--- src/hdl/exptok_pkg.sv ---
// Package: token kinds and character codes shared by the expression tokenizer.
package exptok_pkg;

    // Token kinds as carried on the output tuser
    localparam logic [3:0] TK_END    = 4'd0;
    localparam logic [3:0] TK_NUMBER = 4'd1;
    localparam logic [3:0] TK_NAME   = 4'd2;
    localparam logic [3:0] TK_PLUS   = 4'd3;
    localparam logic [3:0] TK_MINUS  = 4'd4;
    localparam logic [3:0] TK_MUL    = 4'd5;
    localparam logic [3:0] TK_DIV    = 4'd6;
    localparam logic [3:0] TK_LPAREN = 4'd7;
    localparam logic [3:0] TK_RPAREN = 4'd8;
    localparam logic [3:0] TK_EQUAL  = 4'd9;
    localparam logic [3:0] TK_SEMI   = 4'd10;
    localparam logic [3:0] TK_ERROR  = 4'd11;

    // ASCII codes
    localparam logic [7:0] CH_TAB        = 8'h09;
    localparam logic [7:0] CH_CR         = 8'h0D;
    localparam logic [7:0] CH_SPACE      = 8'h20;
    localparam logic [7:0] CH_DIGIT_0    = 8'h30;
    localparam logic [7:0] CH_DIGIT_9    = 8'h39;
    localparam logic [7:0] CH_UPPER_A    = 8'h41;
    localparam logic [7:0] CH_UPPER_Z    = 8'h5A;
    localparam logic [7:0] CH_LOWER_A    = 8'h61;
    localparam logic [7:0] CH_LOWER_Z    = 8'h7A;
    localparam logic [7:0] CH_UNDERSCORE = 8'h5F;
    localparam logic [7:0] CH_PLUS       = 8'h2B;
    localparam logic [7:0] CH_MINUS      = 8'h2D;
    localparam logic [7:0] CH_STAR       = 8'h2A;
    localparam logic [7:0] CH_SLASH      = 8'h2F;
    localparam logic [7:0] CH_LPAREN     = 8'h28;
    localparam logic [7:0] CH_RPAREN     = 8'h29;
    localparam logic [7:0] CH_EQUAL      = 8'h3D;
    localparam logic [7:0] CH_SEMI       = 8'h3B;

    // Decimal radix for the number accumulator
    localparam int RADIX = 10;

endpackage

--- src/hdl/expression_tokenizer.sv ---
// Expression tokenizer: character stream in, token stream out.
//
// One character word is taken per cycle on the slave side while ready. Whitespace
// (tab to carriage return, and space) is skipped and ends any pending token. Digit
// runs build a saturating number token (overflow flagged); letter, digit and
// underscore runs that start with a letter or underscore build a name token
// holding the first NAME_CHARS characters (truncation flagged). Each of
// + - * / ( ) = ; gives its own token and any other code gives an error token
// carrying the code. A word with tlast set flushes the pending token and then
// emits an end token; a word with tuser low carries no character. A word
// produces zero to three tokens in the order: flushed number or name, token
// of the character (or the flushed token on end of text), end token. tlast
// on the master side marks the final token of each input word. Rate: a word
// that yields at most one token sustains one word per clock while the output
// is ready; a word yielding more tokens holds off the next word, because the
// single result register holds all tokens of one word and the next word is
// taken only in the cycle its last token leaves. The first token of a word is
// registered and comes out in the cycle after the word is taken.
module expression_tokenizer #(
    parameter int NAME_CHARS  = 8,
    parameter int NUMBER_BITS = 31
) (
    input  logic clk,
    input  logic rst_n,

    input  logic       s_axis_tvalid,
    output logic       s_axis_tready,
    input  logic [7:0] s_axis_tdata,   // [7:0] char_code
    input  logic       s_axis_tuser,   // has_char
    input  logic       s_axis_tlast,   // end_of_text

    output logic m_axis_tvalid,
    input  logic m_axis_tready,
    // From bit 0 up: number_value, number_overflow, name_text, name_length,
    // name_truncated, bad_char, zero padding to whole bytes
    output logic [((NUMBER_BITS + 8 * NAME_CHARS + 21) / 8) * 8 - 1:0] m_axis_tdata,
    output logic [3:0] m_axis_tuser,   // token_kind
    output logic       m_axis_tlast    // last_of_run
);

    localparam int NAME_BITS = 8 * NAME_CHARS;
    localparam int DATA_BITS = NUMBER_BITS + 1 + NAME_BITS + 4 + 1 + 8;
    localparam int TDATA_BITS = ((NUMBER_BITS + 8 * NAME_CHARS + 21) / 8) * 8;

    localparam logic [NUMBER_BITS-1:0] NUM_MAX = {NUMBER_BITS{1'b1}};
    localparam logic [3:0] NAME_LIM = 4'(NAME_CHARS);
    localparam logic [NUMBER_BITS+3:0] RADIX_W = (NUMBER_BITS + 4)'(exptok_pkg::RADIX);

    // Scan modes
    localparam logic [1:0] MODE_IDLE = 2'd0;
    localparam logic [1:0] MODE_NUM  = 2'd1;
    localparam logic [1:0] MODE_NAME = 2'd2;

    typedef struct packed {
        logic [3:0]             kind;
        logic [NUMBER_BITS-1:0] value;
        logic                   overflow;
        logic [NAME_BITS-1:0]   text;
        logic [3:0]             length;
        logic                   truncated;
        logic [7:0]             bad;
    } token_t;

    // Scanner state
    logic [1:0]             mode_reg, mode_next;
    logic [NUMBER_BITS-1:0] acc_reg, acc_next;
    logic                   sat_reg, sat_next;
    logic [NAME_BITS-1:0]   nbuf_reg, nbuf_next;
    logic [3:0]             ncnt_reg, ncnt_next;
    logic                   novf_reg, novf_next;

    // Result register: flushed token, middle token, end token
    token_t     tok_a_reg, tok_a_next;
    token_t     tok_b_reg, tok_b_next;
    logic [2:0] pend_reg, pend_next;

    logic [2:0] pend_new;
    logic [2:0] pend_drop;
    logic       pend_single;
    logic       in_fire;
    logic       out_fire;

    logic [7:0] ch;
    logic       has_char;
    logic       eot;
    logic       is_digit, is_alpha, is_under, is_space;
    logic [3:0] op_kind;
    logic [NUMBER_BITS+3:0] prod;
    token_t     tok_out;

    function automatic token_t flush_tok(
        input logic [1:0]             mode,
        input logic [NUMBER_BITS-1:0] acc,
        input logic                   sat,
        input logic [NAME_BITS-1:0]   nbuf,
        input logic [3:0]             ncnt,
        input logic                   novf
    );
        token_t t;
        t = '0;
        if (mode == MODE_NUM)
        begin
            t.kind     = exptok_pkg::TK_NUMBER;
            t.value    = acc;
            t.overflow = sat;
        end
        else
        begin
            t.kind      = exptok_pkg::TK_NAME;
            t.text      = nbuf;
            t.length    = ncnt;
            t.truncated = novf;
        end
        return t;
    endfunction

    assign ch       = s_axis_tdata;
    assign has_char = s_axis_tuser;
    assign eot      = s_axis_tlast;

    // Character classes
    always_comb
    begin
        is_digit = ch inside {[exptok_pkg::CH_DIGIT_0:exptok_pkg::CH_DIGIT_9]};
        is_alpha = ch inside {[exptok_pkg::CH_UPPER_A:exptok_pkg::CH_UPPER_Z],
                              [exptok_pkg::CH_LOWER_A:exptok_pkg::CH_LOWER_Z]};
        is_under = (ch == exptok_pkg::CH_UNDERSCORE);
        is_space = ch inside {[exptok_pkg::CH_TAB:exptok_pkg::CH_CR], exptok_pkg::CH_SPACE};
        case (ch)
            exptok_pkg::CH_PLUS:   op_kind = exptok_pkg::TK_PLUS;
            exptok_pkg::CH_MINUS:  op_kind = exptok_pkg::TK_MINUS;
            exptok_pkg::CH_STAR:   op_kind = exptok_pkg::TK_MUL;
            exptok_pkg::CH_SLASH:  op_kind = exptok_pkg::TK_DIV;
            exptok_pkg::CH_LPAREN: op_kind = exptok_pkg::TK_LPAREN;
            exptok_pkg::CH_RPAREN: op_kind = exptok_pkg::TK_RPAREN;
            exptok_pkg::CH_EQUAL:  op_kind = exptok_pkg::TK_EQUAL;
            exptok_pkg::CH_SEMI:   op_kind = exptok_pkg::TK_SEMI;
            default:               op_kind = exptok_pkg::TK_ERROR;
        endcase
    end

    // Handshake: take a new word once the result register empties this cycle
    assign pend_drop     = pend_reg & (pend_reg - 3'd1);
    assign pend_single   = (pend_drop == 3'd0);
    assign m_axis_tvalid = (pend_reg != 3'd0);
    assign out_fire      = m_axis_tvalid && m_axis_tready;
    assign s_axis_tready = (pend_reg == 3'd0) || (pend_single && m_axis_tready);
    assign in_fire       = s_axis_tvalid && s_axis_tready;

    // Scan step for one word
    always_comb
    begin
        mode_next  = mode_reg;
        acc_next   = acc_reg;
        sat_next   = sat_reg;
        nbuf_next  = nbuf_reg;
        ncnt_next  = ncnt_reg;
        novf_next  = novf_reg;
        tok_a_next = '0;
        tok_b_next = '0;
        pend_new   = 3'd0;
        prod       = '0;

        if (mode_next != MODE_NUM && mode_next != MODE_NAME)
            mode_next = MODE_IDLE;

        if (has_char)
        begin
            if (!((mode_next == MODE_NUM && is_digit) ||
                  (mode_next == MODE_NAME && (is_alpha || is_digit || is_under))))
            begin
                // Character ends the pending token (if any)
                if (mode_next != MODE_IDLE)
                begin
                    tok_a_next  = flush_tok(mode_next, acc_next, sat_next,
                                            nbuf_next, ncnt_next, novf_next);
                    pend_new[0] = 1'b1;
                end
                mode_next = MODE_IDLE;
                acc_next  = '0;
                sat_next  = 1'b0;
                nbuf_next = '0;
                ncnt_next = 4'd0;
                novf_next = 1'b0;
                if (is_space)
                begin
                    mode_next = MODE_IDLE;
                end
                else if (is_digit)
                begin
                    mode_next = MODE_NUM;
                end
                else if (is_alpha || is_under)
                begin
                    mode_next = MODE_NAME;
                end
                else
                begin
                    tok_b_next.kind = op_kind;
                    if (op_kind == exptok_pkg::TK_ERROR)
                        tok_b_next.bad = ch;
                    pend_new[1] = 1'b1;
                end
            end

            // Append the character to the number or name now in progress
            if (mode_next == MODE_NUM)
            begin
                prod = {4'd0, acc_next} * RADIX_W
                     + {{NUMBER_BITS{1'b0}}, ch[3:0] - exptok_pkg::CH_DIGIT_0[3:0]};
                if (sat_next || (prod[NUMBER_BITS+3:NUMBER_BITS] != 4'd0))
                begin
                    acc_next = NUM_MAX;
                    sat_next = 1'b1;
                end
                else
                begin
                    acc_next = prod[NUMBER_BITS-1:0];
                end
            end
            else if (mode_next == MODE_NAME)
            begin
                if (ncnt_next < NAME_LIM)
                begin
                    for (int i = 0; i < NAME_CHARS; i++)
                    begin
                        if (ncnt_next == 4'(i))
                            nbuf_next[8*i +: 8] = ch;
                    end
                    ncnt_next = ncnt_next + 4'd1;
                end
                else
                begin
                    novf_next = 1'b1;
                end
            end
        end

        if (eot)
        begin
            if (mode_next != MODE_IDLE)
            begin
                tok_b_next  = flush_tok(mode_next, acc_next, sat_next,
                                        nbuf_next, ncnt_next, novf_next);
                pend_new[1] = 1'b1;
            end
            mode_next   = MODE_IDLE;
            acc_next    = '0;
            sat_next    = 1'b0;
            nbuf_next   = '0;
            ncnt_next   = 4'd0;
            novf_next   = 1'b0;
            pend_new[2] = 1'b1;
        end

        if (in_fire)
            pend_next = pend_new;
        else if (out_fire)
            pend_next = pend_drop;
        else
            pend_next = pend_reg;
    end

    always_ff @(posedge clk or negedge rst_n)
    begin
        if (!rst_n)
        begin
            mode_reg <= MODE_IDLE;
            acc_reg  <= '0;
            sat_reg  <= 1'b0;
            nbuf_reg <= '0;
            ncnt_reg <= 4'd0;
            novf_reg <= 1'b0;
            pend_reg <= 3'd0;
        end
        else
        begin
            pend_reg <= pend_next;
            if (in_fire)
            begin
                mode_reg <= mode_next;
                acc_reg  <= acc_next;
                sat_reg  <= sat_next;
                nbuf_reg <= nbuf_next;
                ncnt_reg <= ncnt_next;
                novf_reg <= novf_next;
            end
        end
    end

    // Token payloads need no reset
    always_ff @(posedge clk)
    begin
        if (in_fire)
        begin
            tok_a_reg <= tok_a_next;
            tok_b_reg <= tok_b_next;
        end
    end

    // Oldest outstanding token goes out first; the end token is all zeros
    always_comb
    begin
        if (pend_reg[0])
            tok_out = tok_a_reg;
        else if (pend_reg[1])
            tok_out = tok_b_reg;
        else
        begin
            tok_out      = '0;
            tok_out.kind = exptok_pkg::TK_END;
        end
        m_axis_tdata = '0;
        m_axis_tdata[DATA_BITS-1:0] = {tok_out.bad, tok_out.truncated, tok_out.length,
                                       tok_out.text, tok_out.overflow, tok_out.value};
    end

    assign m_axis_tuser = tok_out.kind;
    assign m_axis_tlast = pend_single;

    // Idle scanner holds no partial token
    assert property (@(posedge clk) disable iff (!rst_n)
        (mode_reg == MODE_IDLE) |-> (acc_reg == '0 && ncnt_reg == 4'd0 && nbuf_reg == '0))
        else $error("idle scanner holds partial token");

    // Saturation pins the accumulator at its maximum
    assert property (@(posedge clk) disable iff (!rst_n)
        sat_reg |-> (mode_reg == MODE_NUM && acc_reg == NUM_MAX))
        else $error("saturated number not at maximum");

    // Truncated name has filled every kept character
    assert property (@(posedge clk) disable iff (!rst_n)
        (ncnt_reg <= NAME_LIM) && (!novf_reg || ncnt_reg == NAME_LIM))
        else $error("name count out of step with truncation");

    // End of text leaves an end token queued and the scanner idle
    assert property (@(posedge clk) disable iff (!rst_n)
        (in_fire && s_axis_tlast) |=> (pend_reg[2] && mode_reg == MODE_IDLE))
        else $error("end of text not followed by end token");

    // Padding bits above the token fields are zero on every output word
    assert property (@(posedge clk) disable iff (!rst_n)
        out_fire |-> (TDATA_BITS == DATA_BITS || (m_axis_tdata >> DATA_BITS) == '0))
        else $error("padding bits of output word not zero");

endmodule
--- config.mk ---
export PLATFORM = sky130hd
export DESIGN_NAME = expression_tokenizer
export DESIGN_NICKNAME = d
export VERILOG_FILES = /design/src/hdl/exptok_pkg.sv /design/src/hdl/expression_tokenizer.sv
export SDC_FILE = /design/constraint.sdc
export NUM_CORES = 1
export LEC_CHECK = 0
export BUFFER_PORTS_ARGS = -buffer_cell sky130_fd_sc_hd__buf_2
export CAP_MARGIN = 25
export CORE_MARGIN = 2
export CORE_UTILIZATION = 49
export DETAILED_ROUTE_END_ITERATION = 10
export HOLD_SLACK_MARGIN = 0.06
export PLACE_DENSITY = 0.73
export SETUP_SLACK_MARGIN = 0.05
export SYNTH_ARGS = -nofsm -noshare
export SYNTH_HDL_FRONTEND = slang
export SYNTH_SLANG_ARGS = --single-unit
--- constraint.sdc ---
create_clock -name clk -period 11.38 [get_ports clk]
set_input_delay 0.569 -clock clk [delete_from_list [all_inputs] [get_ports clk]]
set_output_delay 0.569 -clock clk [all_outputs]
set_load 0.005 [all_outputs]
# Word level (Yosys, flattened, before mapping)
# Cells that the tools add are included.
totals:
  register_bits: 332
  in_bits: 14
  out_inout_bits: 119
  word_cells: 174
op_classes:
  add_sub_neg: 3
  multipliers: 1
  order_cmp: 9
  n_eq_ne: 25
  n_mux: 77
  n_bitwise: 6
  n_reduce_logical: 32
ops:
  columns: ["cell", "count"]
  rows:
  - ["2-to-1 mux 113 bit", 4]
  - ["2-to-1 mux 64 bit", 6]
  - ["2-to-1 mux 31 bit", 6]
  - ["2-to-1 mux 8 bit", 14]
  - ["== test 8 x 6 -> 1 bit, second input constant", 9]
  - ["2-to-1 mux 69 bit", 1]
  - ["2-to-1 mux 4 bit", 12]
  - ["adder 35 x 4 -> 35 bit", 1]
  - ["multiplier 31 x 3 -> 34 bit, second input constant", 1]
  - ["2-to-1 mux 32 bit", 1]
  - ["case mux 4 bit (8 select lines)", 1]
  - ["2-to-1 mux 2 bit", 13]
  - ["2-to-1 mux 1 bit", 17]
  - ["== test 4 x 3 -> 1 bit, second input constant", 4]
  - ["greater-or-equal comparator 8 x 7 -> 1 bit, second input constant", 2]
  - ["<= comparator 8 x 7 -> 1 bit, second input constant", 2]
  - ["logical AND 1 bit", 10]
  - ["nonzero test 2 bit", 5]
  - ["== test 4 x 2 -> 1 bit, second input constant", 2]
  - ["== test 8 x 7 -> 1 bit, second input constant", 1]
  - ["greater-or-equal comparator 8 x 4 -> 1 bit, second input constant", 1]
  - ["greater-or-equal comparator 8 x 6 -> 1 bit, second input constant", 1]
  - ["<= comparator 8 x 4 -> 1 bit, second input constant", 1]
  - ["<= comparator 8 x 6 -> 1 bit, second input constant", 1]
  - ["other kinds (21)", 37]

# Longest topological paths before layout
logic_depth:
  depth_word: 19
  ltp_mapped: 24
  ltp_nobuf: 19

# Worst setup path after synthesis
# No wires, ideal clock.
synth_path:
  kind: "register to register"
  startpoint: "register pend_reg[0]"
  endpoint: "register nbuf_reg[25]"
  setup_time_ns: 0.133
  t_arrival_ns: 9.378
  t_required_ns: 11.247
  slack_ns: 1.869
  stages_incl_launch_ff: 11
  path_buffers: 2
  period_less_slack_ns: 9.511
  cell_sequence: "dfrtp_1 > clkbuf_1 > inv_1 > nor2_1 > a21oi_1 > a21boi_0 > nand2_1 > inv_1 > clkbuf_1 > o21ai_1 > a32o_1"
synth_between:
  elab_chain_cells: 6
  elab_cells_between_ends: 7
  cone_classes: "add/sub: 1; bitwise: 1; reduce/logical: 5"
synth_rtl:
  columns: ["element", "line", "text"]
  rows:
  - ["start: declaration", "expression_tokenizer.sv:75", "logic [2:0] pend_reg, pend_next;"]
  - ["start signal: assignment", "expression_tokenizer.sv:278", "pend_reg <= pend_next;"]
  - ["subtractor 3 x 1 -> 3 bit", "expression_tokenizer.sv:143", "assign pend_drop = pend_reg & (pend_reg - 3'd1);"]
  - ["AND 3 bit *", "expression_tokenizer.sv:143", null]
  - ["logical NOT 3 bit *", "expression_tokenizer.sv:144", "assign pend_single = (pend_drop == 3'd0);"]
  - ["via m_axis_tlast", "expression_tokenizer.sv:38", "output logic m_axis_tlast"]
  - ["logical AND 1 bit *", "expression_tokenizer.sv:147", "assign s_axis_tready = (pend_reg == 3'd0) || (pend_single && m_axis_tready);"]
  - ["logical OR 1 bit *", "expression_tokenizer.sv:147", null]
  - ["via s_axis_tready", "expression_tokenizer.sv:27", "output logic s_axis_tready,"]
  - ["logical AND 1 bit *", "expression_tokenizer.sv:148", "assign in_fire = s_axis_tvalid && s_axis_tready;"]
  - ["via in_fire", "expression_tokenizer.sv:80", "logic in_fire;"]
  - ["end signal: assignment", "expression_tokenizer.sv:284", "nbuf_reg <= nbuf_next;"]
  - ["end: declaration", "expression_tokenizer.sv:68", "logic [NAME_BITS-1:0] nbuf_reg, nbuf_next;"]
# Mark *: on every way through the listed nets, which the timed path passes. The rest lies on a longest branch.
# A chain may end at the register's enable or synchronous reset.

# Worst setup path in the final report
layout_path:
  startpoint: "input s_axis_tdata[2]"
  endpoint: "register tok_b_reg[81] (netlist name), data pin"
layout_between:
  elab_chain_cells: 16
  elab_cells_between_ends: 43
  cone_classes: "add/sub: 1; mul: 1; order compare: 8; eq/ne: 4; mux: 13; reduce/logical: 16"
layout_rtl:
  columns: ["element", "line", "text"]
  rows:
  - ["start: declaration", "expression_tokenizer.sv:28", "input logic [7:0] s_axis_tdata,"]
  - ["greater-or-equal comparator 8 x 7 -> 1 bit or <= comparator 8 x 7 -> 1 bit (tied branches)", "expression_tokenizer.sv:125", "is_alpha = ch inside {[exptok_pkg::CH_UPPER_A:exptok_pkg::CH_UPPER_Z],"]
  - ["logical AND 1 bit", "expression_tokenizer.sv:125", null]
  - ["nonzero test 2 bit", "expression_tokenizer.sv:125", null]
  - ["logical OR 1 bit (2 in series)", "expression_tokenizer.sv:170", "(mode_next == MODE_NAME && (is_alpha || is_digit || is_under))))"]
  - ["logical AND 1 bit", "expression_tokenizer.sv:170", null]
  - ["logical OR 1 bit", "expression_tokenizer.sv:169", "if (!((mode_next == MODE_NUM && is_digit) ||"]
  - ["2-to-1 mux 31 bit", "expression_tokenizer.sv:169", null]
  - ["2-to-1 mux 31 bit", "expression_tokenizer.sv:167", "if (has_char)"]
  - ["multiplier 31 x 3 -> 34 bit", "expression_tokenizer.sv:209", "prod = {4'd0, acc_next} * RADIX_W"]
  - ["adder 35 x 4 -> 35 bit", "expression_tokenizer.sv:210", "+ {{NUMBER_BITS{1'b0}}, ch[3:0] - exptok_pkg::CH_DIGIT_0[3:0]};"]
  - ["nonzero test 4 bit", "expression_tokenizer.sv:211", "if (sat_next || (prod[NUMBER_BITS+3:NUMBER_BITS] != 4'd0))"]
  - ["logical OR 1 bit", "expression_tokenizer.sv:211", null]
  - ["2-to-1 mux 31 bit", "expression_tokenizer.sv:211", null]
  - ["2-to-1 mux 31 bit", "expression_tokenizer.sv:207", "if (mode_next == MODE_NUM)"]
  - ["2-to-1 mux 31 bit", "expression_tokenizer.sv:167", null]
  - ["end signal: assignment", "expression_tokenizer.sv:297", "tok_b_reg <= tok_b_next;"]
  - ["end: declaration", "expression_tokenizer.sv:74", "token_t tok_b_reg, tok_b_next;"]
# Parallel ways exist; a longest one is shown, timed or not. The select of a mux whose other input is x is not followed.

==> out/results.txt <==
max reg flops - 113
metal3 WL - 3.763 mm
final-report hold violation count - 0
FILL cells - 3091
main flop type after synthesis - edfxtp_1
Post-CTS Hold Buffers - 0
Global Route Usage Sum - 26.59%
DR top layer - met4
number of cell rows - 69
# nets final - 1898
final routed DRC violation total - 0
Max Freq - 125.5 MHz
Initial DRC Count - 1524
vias in the first global route - 13930
Via density - 6.246
first-pass GRT wire length - 80.05 mm
Routed WL - 51.36 mm
area grow syn2layout - 11.15%
Post-synth EDFFs - 216
Cell Count, Final, Fillers Out - 2313
final setup vio count - 0
Synth Area in Simple Gates - 18.20%
largest family of logic cells by synthesized area - compound AO/OA/AOI/OAI gates
wire length on met1 - 21.27 mm
initial antenna violation count - 3
Pre-Repair DR Iteration Count - 5
headroom to the max-slew limit - 32.65%
Seq cells post-synth - 322
Max clock buf depth - 3
clock root buffer - clkbuf_16
sequential-to-total area share from yosys stat - 51.16%
Worst EP arrival - 8240 ps
Inserted Clock Buffers - 31
die area - 0.03800 sq mm
Post-synth ARST share - 32.92%
io pins - 133
CTS H-tree lvls - 1
TritonCTS clock tree - built
synth unique cells - 76
instance area at placement - 0.01882 sq mm
maximum vdd drop - 114.6 uV
max-cap violations - 0
crit path launch type - input port
critical path class - in2reg
share of post-route cells with drive strength above 1 - 11.84%
gr ovfl total - 0
HP Class - in2async
post-DR wirelength/cell - 22.21 um
Post-DP HPWL - 34.32 mm
Final Max Tran Viols - 0
Die H - 194.9 um
Synthesis Warnings - 0
endpoint class of the critical path - register
Final Cycle Share - 70.04%
met2 WL post-DR - 24.75 mm
largest net degree at the start of global routing - 101
total vias in the final route - 14450
Clk Latency, worst-skew pair - 560 ps
Final Cell Area - 0.01985 sq mm
worst clock skew - 8.414 ps
cell area after synthesis - 0.01786 sq mm
DP Cell Count - 2253
pwr dens - 173.8 mW/mm^2
Initial Util - 49.98%
status - complete, no violations
routability cong. - 0.9216
adder-cell share of the synthesized area - 4.175%
xor and xnor fraction of the mapped netlist area - 3.089%
total power - 3.451 mW
Slew @ Worst Pin - 1010 ps
clk sinks - 322
crit path time final - 7970 ps
Synth Area in Compound Gates - 19.70%
leak pwr - 8.014 nW
ANT nets after route - 0
Clk pin slew, worst setup/hold paths - 70 ps
worst-path fanout max - 30
setup bufs post-CTS - 0
Core Area - 0.03574 sq mm
Critical Path RT - 11650 ps
post-synthesis mux area share - 0.1681%
mean post-synth cell area - 10.13 sq um
Mapped Cells - 1763
Port-buffer cells - 129
Sum Neg Setup Slack - 0 ps
RSZ-0062 raised after global routing - false
DIE WIDTH - 194.9 um
post_cts resized - 0
==> routing by layer <==
| layer | track usage, % | vias to the layer above |
|---|---|---|
| met5 | 0 | - |
| met4 | 8.651 | 0 |
| met3 | 3.470 | 98 |
| met2 | 44.44 | 619 |
| met1 | 36.01 | 7107 |
| li1 | - | 6623 |
==> layout make-up <==
class,instances,area (sq um),area share (%)
inverter,38,150.1,0.7562
clock inverter,15,156.4,0.7878
antenna,3,7.507,0.03781
sequential,322,9143,46.05
clock buffer,42,867.1,4.367
timing repair buffer,147,823.3,4.147
multi-input combinational,1285,8130,40.95
tap,461,576.8,2.905
==> stage by stage <==
stage | utilization, % | hold WS, ps | worst slack [ps]
after floorplan | - | 273.4 | 1869
after global placement | 52.51 | 475.7 | 2993
after detailed placement | 52.66 | 485.0 | 3029
after CTS | 55.53 | 117.4 | 3616
after global routing | 55.53 | 132.0 | 2808
final | 55.55 | 71.95 | 3410
==> kinds of logic after synthesis <==
| group | Yosys count |
|---|---|
| AOI/OAI and AO/OA | 499 |
| other | 1 |
| DFF | 322 |
| and+or+nand+nor | 658 |
| xor gates and xnor gates | 63 |
| muxes | 3 |
| adders and majority gates | 59 |
| buffers and inverters | 158 |
==> power by group <==
group	leakage (nW)	switching, mW	internal (mW)
sequential	3.56	0.0754	1.48
combinational	3.95	0.568	0.289
clock	0.503	0.442	0.600
total	8.01	1.09	2.37
==> path summary, 6_finish.rpt <==
| kind | endpoint | startpoint | depth (start not counted) | slack [ps] |
|---|---|---|---|---|
| max in group asynchronous | nbuf_reg[31] | rst_n | 2 | 10020 |
| min in group clk | pend_reg[0] | m_axis_tready | 2 | 270 |
| worst min register to register | nbuf_reg[47] | nbuf_reg[47] | 1 | 490 |
| worst max register to register | tok_b_reg[81] | mode_reg[1] | 18 | 4150 |
| worst max-delay path | tok_b_reg[81] | s_axis_tdata[2] | 19 | 3410 |
| worst min-delay path | acc_reg[16] | rst_n | 1 | 70 |
==> layout by cell type, fill, tap and decap left out, types with 28 or more instances in the layout <==
master / netlist / final
edfxtp_1: 216 / 216
nor2_1: 179 / 178
nand2_1: 164 / 163
and2_1: 140 / 140
buf_2: 5 / 128
a22o_1: 112 / 112
dfrtp_1: 106 / 105
o21ai_0: 104 / 103
a21oi_1: 80 / 80
ha_1: 58 / 58
nor3_1: 42 / 41
and3_1: 39 / 39
xnor2_1: 38 / 38
inv_1: 36 / 35
clkbuf_16: 0 / 31
a22oi_1: 28 / 28
==> worst max-delay path, cell delays in order <==
cell	delay [ps]
buf_2	550
and4b_1	330
o32ai_1	100
o21ai_1	810
nand2_1	830
nor2_1	360
ha_1	280
ha_1	510
a21oi_1	240
a21oi_1	320
a21oi_1	170
o31ai_1	540
a21oi_1	250
o311ai_0	910
o21ai_0	390
nor3_2	270
o211ai_2	380
nor2_1	300
a21oi_1	110
==> synth_stat cells, drive strengths merged, types with 9 or more instances <==
library cell | instances | area [sq um]
edfxtp | 216 | 6486
nor2 | 181 | 684.4
nand2 | 164 | 615.6
and2 | 140 | 875.8
o21ai | 117 | 585.6
a22o | 112 | 980.9
dfrtp | 106 | 2653
clkbuf | 104 | 390.4
a21oi | 80 | 400.4
ha | 58 | 725.7
nor3 | 43 | 220.2
and3 | 39 | 244.0
xnor2 | 38 | 332.8
inv | 36 | 135.1
a22oi | 28 | 210.2
nand3 | 25 | 125.1
xor2 | 25 | 219.0
a21o | 20 | 150.1
o32ai | 19 | 173.9
o31ai | 18 | 135.1
a211oi | 17 | 155.2
a32oi | 16 | 140.1
buf | 16 | 88.83
o211ai | 11 | 87.58
o21a | 10 | 75.07
a32o | 9 | 90.09
nor2b | 9 | 56.30
(Power assumes the default switching activity.)
